===== config.mk =====
export PLATFORM = sky130hd
export DESIGN_NAME = dvc_ctrl
export DESIGN_NICKNAME = d
export VERILOG_FILES = /design/src/hw/rtl/dvc_pkg.sv /design/src/hw/rtl/dvc_ctrl.sv
export SDC_FILE = /design/constraint.sdc
export NUM_CORES = 1
export LEC_CHECK = 0
export ABC_AREA = 1
export BUFFER_PORTS_ARGS = -buffer_cell sky130_fd_sc_hd__buf_2
export CORE_MARGIN = 2
export CORE_UTILIZATION = 45
export DETAILED_ROUTE_END_ITERATION = 12
export HOLD_SLACK_MARGIN = 0.12
export PLACE_DENSITY_LB_ADDON = 0.2
export SLEW_MARGIN = 20
export SYNTH_ARGS = -nofsm -noshare
export SYNTH_HDL_FRONTEND = slang
export SYNTH_SLANG_ARGS = --single-unit

===== constraint.sdc =====
create_clock -name clock -period 3.3 [get_ports clock]
set_clock_uncertainty 0.15 [all_clocks]
set_input_delay 0.165 -clock clock [delete_from_list [all_inputs] [get_ports clock]]
set_output_delay 0.165 -clock clock [all_outputs]
set_load 0.05 [all_outputs]

===== src/hw/rtl/dvc_pkg.sv =====
// Shared types, constants and register codes for the dual-voice chorus.
`timescale 1ns / 1ps
package dvc_pkg;

   localparam int DELAY_DEPTH_DEF = 2048;

   localparam int CSR_IDX_W  = 3;
   localparam int CSR_DATA_W = 48;
   localparam int SAMPLE_W   = 16;

   localparam logic [CSR_IDX_W-1:0] REG_BASE_LEN_A = 3'd0;
   localparam logic [CSR_IDX_W-1:0] REG_BASE_LEN_B = 3'd1;
   localparam logic [CSR_IDX_W-1:0] REG_DEPTH_A    = 3'd2;
   localparam logic [CSR_IDX_W-1:0] REG_DEPTH_B    = 3'd3;
   localparam logic [CSR_IDX_W-1:0] REG_LFO_STEPS  = 3'd4;
   localparam logic [CSR_IDX_W-1:0] REG_GAIN_A     = 3'd5;
   localparam logic [CSR_IDX_W-1:0] REG_GAIN_B     = 3'd6;
   localparam logic [CSR_IDX_W-1:0] REG_MIX        = 3'd7;

   // 0.225 in Q.16, used by the sine refinement step.
   localparam logic [15:0] SIN_K = 16'd14746;

   typedef enum logic [3:0] {
      OP_IDLE,
      OP_CLEAR,
      OP_LOAD,
      OP_SQ1,
      OP_SQ2,
      OP_CORR,
      OP_SCALE,
      OP_LEN,
      OP_STEP,
      OP_READ,
      OP_WET_A,
      OP_WET_B,
      OP_DRY,
      OP_WMIX,
      OP_OUT
   } op_type;

   typedef struct packed {
      op_type op;
      logic   voice;
   } dvc_cmd_type;

   typedef struct packed {
      logic clear_done;
   } dvc_status_type;

endpackage


===== src/hw/rtl/dvc_ctrl.sv =====
// Sequencer that steps the chorus datapath through one sample transaction.
`timescale 1ns / 1ps
module dvc_ctrl (
   input  logic                   clock,
   input  logic                   reset,
   input  logic                   req_valid,
   output logic                   req_stall,
   output logic                   rsp_valid,
   input  logic                   rsp_stall,
   output dvc_pkg::dvc_cmd_type   cmd,
   input  dvc_pkg::dvc_status_type status
);
   import dvc_pkg::*;

   typedef enum logic [1:0] {ST_CLEAR, ST_IDLE, ST_RUN} state_type;

   localparam logic [4:0] LAST_STEP = 5'd18;

   state_type  state_ff, state_in;
   logic [4:0] step_ff, step_in;
   logic       rsp_valid_ff, rsp_valid_in;
   logic       out_ok;

   // The final step writes the output register, so it waits for a free slot.
   assign out_ok = !rsp_valid_ff || !rsp_stall;

   always_comb begin
      cmd.op    = OP_IDLE;
      cmd.voice = 1'b0;
      unique case (state_ff)
         ST_CLEAR: cmd.op = OP_CLEAR;
         ST_IDLE: begin
            if (req_valid) cmd.op = OP_LOAD;
         end
         ST_RUN: begin
            cmd.voice = (step_ff >= 5'd7) && (step_ff < 5'd14);
            unique case (step_ff)
               5'd0, 5'd7:   cmd.op = OP_SQ1;
               5'd1, 5'd8:   cmd.op = OP_SQ2;
               5'd2, 5'd9:   cmd.op = OP_CORR;
               5'd3, 5'd10:  cmd.op = OP_SCALE;
               5'd4, 5'd11:  cmd.op = OP_LEN;
               5'd5, 5'd12:  cmd.op = OP_STEP;
               5'd6, 5'd13:  cmd.op = OP_READ;
               5'd14:        cmd.op = OP_WET_A;
               5'd15:        cmd.op = OP_WET_B;
               5'd16:        cmd.op = OP_DRY;
               5'd17:        cmd.op = OP_WMIX;
               5'd18:        cmd.op = out_ok ? OP_OUT : OP_IDLE;
               default:      cmd.op = OP_IDLE;
            endcase
         end
         default: cmd.op = OP_IDLE;
      endcase
   end

   always_comb begin
      state_in     = state_ff;
      step_in      = step_ff;
      rsp_valid_in = rsp_valid_ff;
      if (rsp_valid_ff && !rsp_stall) rsp_valid_in = 1'b0;
      unique case (state_ff)
         ST_CLEAR: begin
            if (status.clear_done) state_in = ST_IDLE;
         end
         ST_IDLE: begin
            if (req_valid) begin
               state_in = ST_RUN;
               step_in  = '0;
            end
         end
         ST_RUN: begin
            if (step_ff == LAST_STEP) begin
               if (out_ok) begin
                  rsp_valid_in = 1'b1;
                  state_in     = ST_IDLE;
               end
            end else begin
               step_in = step_ff + 5'd1;
            end
         end
         default: state_in = ST_IDLE;
      endcase
   end

   always_ff @(posedge clock) begin
      if (reset) begin
         state_ff     <= ST_CLEAR;
         step_ff      <= '0;
         rsp_valid_ff <= 1'b0;
      end else begin
         state_ff     <= state_in;
         step_ff      <= step_in;
         rsp_valid_ff <= rsp_valid_in;
      end
   end

   assign req_stall = (state_ff != ST_IDLE);
   assign rsp_valid = rsp_valid_ff;

endmodule


==> metrics.md <==
| Metric | Value |
|---|---|
| Status | `completed` |
| Worst Reg2Reg Path Length in Cells | `8` |
| Syn nets | `143` |
| Root Buffer Master | `clkbuf_4` |
| R2r startpoint | `step_ff[0]` |
| M3 GR Usage | `approximately 1.2%` |
| Worst skew pair latency | `0.25 ns` |
| Core area | `1690 um2` |
| WP data required | `2.98 ns` |
| Largest net degree at the start of global routing | `11` |
| Main combinational cell family by area after synthesis | `simple AND/OR/NAND/NOR gates` |
| Hold path startpoint | `req_valid` |
| CP max FO | `5` |
| Dpl cell area | `833 um2` |
| Multiplexer share of the synthesized area | `0%` |
| Cells after Synth | `133` |
| Clock-pin transition on the worst setup and hold timing paths | `0.06 ns` |
| Final Setup Violations | `0` |
| Placed Instances | `158` |
| Synth area leader | `dfxtp_1` |
| Distinct cell type count of the synthesized netlist | `21` |
| Gr busiest metal | `met2` |
| Final slew viol count | `0` |
| CTS tree | `built` |
| WS Path Type | `flop to primary output` |
| Share of the synthesized area in the top cell type | `20.3%` |
| Layout cells sized above 1 | `19.0%` |
| Crit path launch type | `flop` |
| Fin crit share | `66.7%` |
| Post-route minimum period | `2.20 ns` |
| Remaining Overflow, GRT | `0` |
| Final Instance Area | `886 um2` |
| Seq/Total Area, Yosys | `20.3%` |
| Critical path arrival | `1.89 ns` |
| Htree depth | `1` |
| Max VDD drop | `0.267 mV` |
| Most frequent cell after synthesis | `nand2_1` |
| Least-Margin Pin Slew | `0.422 ns` |
| Initial DRC Count | `22` |
| DP Wirelength | `1420 um` |
| Hold Path Class | `primary input to flop` |
| Antenna viol nets, final | `0` |
| Max Cap Violations | `0` |
| DIE HEIGHT | `45.8 um` |
| Min-Delay Path Depth | `5` |
| Setup TNS Final | `0 ns` |
| Met1 usage | `23.0%` |
| Synth Area in Adders | `7.95%` |
| Synth Area in Compound Gates | `8.11%` |
| R2R setup slack | `1.74 ns` |
| Final #Nets | `159` |
| CTS Buf Count | `3` |
| Vias in the first global route | `687` |
| Ports | `12` |
| Fillers | `178` |
| Starting Density | `46.6%` |
| Async SR Flop Fraction | `0%` |
| Simple-gate share of the synthesized area | `about half` |
| Final hold violations | `0` |
| First-pass iteration count of the detailed router | `4` |
| Largest cells by area after synthesis | `dfxtp_1, nand2_1, nor2_1, inv_1, ha_1` |
| Synth Flop Type | `dfxtp_1` |
| Via/cell ratio | `5.10` |
| R2R Path End | `step_ff[1]` |
| Ant diodes | `0` |
| Hold endpoint | `state_ff[1]` |
| Slew headroom | `71.8%` |
| Max clock buf depth | `2` |
| First-pass GRT wire length | `2780 um` |
| DIE AREA | `about 2100 um2` |
| Total global-route track usage | `a little under a fifth` |
| DR vias | `approximately 840` |
| Leakage power | `0.000464 uW` |
| Post-synth EDFFs | `0` |
| Max Fclk | `around 0.45 GHz` |
| Synthesis-to-layout area growth | `12.6%` |
| Die width | `45.8 um` |
| Row count | `15` |
| RSZ-0062 raised after global routing | `no` |
| Cell area after synthesis | `slightly below 800 um2` |
| Clk sinks | `8` |
| I/O Buffers | `11` |
| Syn_area_per_cell | `5.92 um2` |
| Post-CTS Setup Bufs | `0` |
| Filler-free cell count of the finished design | `164` |
| DR DRC count | `0` |
| Synthesized flop and latch total | `8` |
| Power density cells | `343 nW/um2` |
| CP endpoint kind | `primary output` |
| Synth warn | `0` |
| Met2 Track Usage GR | `between 30% and 40%` |
| Post-DR wirelength/cell | `between 10 and 15 um` |
| Routed wire length | `1720 um` |
| Routability cong. | `0.955` |
| Xor/xnor share of the synthesized area | `0%` |
| Initial antenna violation count | `0` |
| Synth top cells by count | `nand2_1, nor2_1, inv_1, nand3_1, dfxtp_1` |
how the worst max path moves through the flow:
stage                     from  endpoint  slack (ns)  cells past startpoint
detailed placement  step_ff[0]    cmd[1]        1.38                     11
floorplan           step_ff[0]    cmd[4]        1.16                      8
global route        step_ff[0]    cmd[3]        0.93                     11
finish              step_ff[0]    cmd[3]        1.10                     11
global placement    step_ff[0]    cmd[2]        1.38                     11
CTS                 step_ff[0]    cmd[1]        1.10                     11
power by group:
part	internal [uW]	leakage, uW	switching (uW)
Clock	41.6	0.0000138	32.5
Combinational	36.2	0.000385	79.0
Sequential	103	0.0000653	10.6
Total	181	0.000464	122
flip-flops by register name (all words and copies together) (netlist names):
| register | flops |
|---|---|
| step_ff | 5 |
| state_ff | 2 |
| rsp_valid | 1 |
critical path, stage by stage, from the launching register on:
cell and delay (ns):
dfxtp_1 0.35, inv_1 0.13, ha_1 0.27, inv_1 0.06, nor2_1 0.18, nand2_1 0.08, nand2_1 0.09, nor2_1 0.05
nand2_1 0.06, nor2_1 0.04, nor2_1 0.06, buf_2 0.26
layer usage:
metal / vias up / part of all wire, %
li1: 445 / -
met1: 369 / 47
met2: 18 / 50
met3: 4 / 2.2
met4: 0 / 1.2
met5: - / 0
layout by cell type (no fill, tap or decap), types with 2 or more instances in the layout:
| master | synthesis | layout |
|---|---|---|
| nand2_1 | 38 | 38 |
| nor2_1 | 25 | 25 |
| inv_1 | 17 | 17 |
| buf_2 | 0 | 11 |
| nand3_1 | 9 | 9 |
| dfxtp_1 | 8 | 8 |
| a21oi_1 | 5 | 5 |
| ha_1 | 5 | 5 |
| o21ai_0 | 4 | 4 |
| nand4_1 | 3 | 3 |
| nand2_2 | 3 | 3 |
| clkbuf_4 | 0 | 3 |
| dlygate4sd3_1 | 0 | 3 |
| inv_2 | 2 | 2 |
| nor2_2 | 2 | 2 |
| nand3_2 | 2 | 2 |
| o21ai_1 | 2 | 2 |
logic make-up after synthesis:
family | count (synthesis)
AND/OR/NAND/NOR | 85
buffers and inverters | 23
AO/OA/AOI/OAI | 12
flip-flops | 8
adder cells (fa/ha/maj) | 5
metrics by stage:
step / power [uW] / utilization (%) / hold WS (ns) / setup slack, ns
final: 303 / 52.4 / 0.182 / 1.10
after detailed placement: 228 / 49.3 / 0.231 / 1.38
after CTS: 305 / 52.4 / 0.180 / 1.10
after floorplan: 204 / - / 0.0774 / 1.16
after global routing: 324 / 52.4 / 0.208 / 0.931
after global placement: 227 / 49.3 / 0.222 / 1.38
cell type report:
type                    instances  area, um2  share of cell area [%]
clock buffers                   3       22.5                    2.54
inverters                      20       76.3                    8.62
multi-input cells             102        520                    58.8
flip-flops and latches          8        160                    18.1
well taps                      17       21.3                    2.40
repair buffers                 14       85.1                    9.60
timing repair:
item,CTS,global route
hold endpoints to repair,4,0
gates resized for setup,0,0
hold buffers,3,0
endpoints found under the setup margin,0,0
Note: power is estimated with default switching activity, not from simulation.
